<file path="src/fvws_dly.sv">
module fvws_dly #(
    parameter int W = 32,
    parameter int D = 1
) (
    input  logic         clk,
    input  logic         en,
    input  logic [W-1:0] d,
    output logic [W-1:0] q
);

    logic [W-1:0] tap_reg [D];

    always_ff @(posedge clk)
    begin
        if (en)
        begin
            tap_reg[0] <= d;
            for (int k = 1; k < D; k++)
            begin
                tap_reg[k] <= tap_reg[k-1];
            end
        end
    end

    assign q = tap_reg[D-1];

endmodule

</file>
<file path="config.mk">
export PLATFORM = sky130hd
export DESIGN_NAME = fvws_dly
export DESIGN_NICKNAME = d
export VERILOG_FILES = /design/src/fvws_dly.sv
export SDC_FILE = /design/constraint.sdc
export NUM_CORES = 1
export LEC_CHECK = 0
export BUFFER_PORTS_ARGS = -buffer_cell sky130_fd_sc_hd__buf_2
export CORE_UTILIZATION = 41
export CTS_BUF_LIST = sky130_fd_sc_hd__clkbuf_8
export DETAILED_ROUTE_END_ITERATION = 6
export HOLD_SLACK_MARGIN = 0.12
export PLACE_DENSITY = 0.79
export SETUP_SLACK_MARGIN = 0.5
export SKIP_CTS_REPAIR_TIMING = 1
export SYNTH_ARGS = -nofsm -noshare
export SYNTH_HDL_FRONTEND = slang
export SYNTH_SLANG_ARGS = --single-unit
</file>
<file path="constraint.sdc">
create_clock -name clk -period 0.8 [get_ports clk]
set_clock_uncertainty 0.1 [all_clocks]
set_input_delay 0.12 -clock clk [delete_from_list [all_inputs] [get_ports clk]]
set_output_delay 0.12 -clock clk [all_outputs]
set_load 0.05 [all_outputs]
</file>
==> results_dict.tcl <==
set metrics [dict create \
    synthTopCellsByArea "edfxtp_1" \
    drtIter0Drc 2 \
    synth-compound-area-share 0 \
    holdCritPathClass "in -> reg" \
    die_h_um 50.4 \
    yosysSeqAreaShare 1.00 \
    grt_start_max_net_pins 20 \
    synth_edf_count 32 \
    core_area_sq_um 2210 \
    largest_reg_flops 32 \
    multi_input_area_sq_um 0 \
    crit_required_ns 0.58 \
    vdd_drop_max_mv 1.69 \
    instances_no_fill 139 \
    crit_fanout 1 \
    end_kind "primary output" \
    path_class "reg -> out" \
    cts-root-buf "clkbuf_8" \
    p_leak_nw 0.753 \
    syn-cell-area_sq_um 961 \
    syn_area_per_cell_sq_um 30.0 \
    holdWs_ns -0.0770 \
    yosysTopAreaCellShare 1.00 \
    yosys_warnings 0 \
    synth.distinct_cells 1 \
    cp_cell_sequence "buf_6" \
    slowest_stage "edfxtp_1" \
    power_density_nw_per_um2 2320 \
    worst_pin_slew_ns 0.113 \
    vias 601 \
    numCtsBuffers 5 \
    violations "negative hold slack, negative setup slack" \
    ys_async_sr_fraction 0 \
    setup_viol 32 \
    port_buffers 65 \
    start_util 0.434 \
    routed_via_density 4.32 \
    wirelength_mm 1.85 \
    fin_crit_sh 1.34 \
    overflow 0 \
    drt_pass1_iterations 6 \
    cts_tree "yes" \
    maxCapViolations 0 \
    muxShareOfSynthArea 0 \
    wire_per_inst_um 13.3 \
    synthCells 32 \
    grtUsageTotal 0.133 \
    areaGrowthSynthToFinish_pct 81.8 \
    route.detailed.drc 0 \
    synthFlopType "edfxtp_1" \
    drive_gt1_frac 0.685 \
    synthTopCellsByCount "edfxtp_1" \
    relSlewSlack 0.925 \
    synthSimpleGateAreaFrac 0 \
    finalPower_mw 4.05 \
    rows 17 \
    grt_pass1_wl_mm 2.21 \
    grt_pass1_vias 521 \
    synth_top_cell_by_area "edfxtp_1" \
    routabilityCongestion 0.659 \
    fin_crit_ns 1.07 \
    yosys.area_share.xor_xnor 0 \
    syn_nets 66 \
    final_antenna_net_count 0 \
    place_inst 127 \
    arrival_ns 0.85 \
    clockBufferDepth 2 \
    critPathBufInv 1 \
    start_kind "register" \
    fin_ws_ns -0.272 \
    n_antenna_cell 0 \
    dieWidth_um 50.4 \
    final_max_slew_viol_count 0 \
    fmax_mhz 932 \
    clock-sinks 32 \
    multi_input_cells 0 \
    grt_antenna_before_repair 0 \
    fin_util 0.790 \
    yosysMostFrequentCell "edfxtp_1" \
    hold_viol 32 \
    htreeDepth 2 \
    crit_family "flip-flops" \
    ios 66 \
    path_clk_slew_ns 0.06 \
    yosys_register_bits 32 \
    die_area_sq_um 2540 \
    n_fill_cell 130 \
    rsz0062_at_grt "true" \
    nets 144 \
    synth_fa_ha_area_frac 0 \
    slowest_delay_ns 0.41 \
    outcome "finished, violations left" \
]
## worst paths after layout
kind	from	depth (start not counted)	slack, ns	endpoint
worst max-delay path	tap_reg[0][27]	1	-0.27	q[27]
worst min-delay path	d[19]	1	-0.08	tap_reg[0][19]
## routing by layer
metal,part of all wire,track usage,up-vias
li1,-,-,285
met1,0.32,0.111,273
met2,0.57,0.224,41
met3,0.10,0.0879,2
met4,0.0076,0.0833,0
met5,0,0,-
## where the power goes
group          internal, mW  total [mW]  switching, mW
Combinational         0.357       0.920          0.562
Clock                 0.577        1.07          0.492
Sequential             2.00        2.06         0.0594
Total                  2.93        4.05           1.11
## cell usage in the layout (no fill, tap or decap)
cell type,netlist,final
buf_2,0,32
buf_6,0,32
edfxtp_1,32,32
clkbuf_8,0,5
clkbuf_16,0,3
buf_12,0,3
inv_1,0,2
clkinv_1,0,1
buf_8,0,1
## final cells by class
cell class,instances,area [sq um],area share
Timing Repair Buffer,71,671,0.384
Sequential cell,32,961,0.550
Clock buffer,5,68.8,0.0394
Clock inverter,3,11.3,0.00645
Tap cell,28,35.0,0.0201
## per-stage QoR
step	instance area, sq um	TNS (ns)	worst slack, ns
after global routing	1750	-8.63	-0.296
after detailed placement	1360	-0.761	-0.0353
after floorplan	961	-0.659	-0.0206
final	1750	-7.54	-0.272
after CTS	1440	-8.73	-0.310
after global placement	1360	-0.467	-0.0251
## cell families (layout without fill, tap and decap cells)
logic type | Yosys count | count (layout)
buf+inv | 0 | 79
flops | 32 | 32
(Power assumes the default switching activity.)
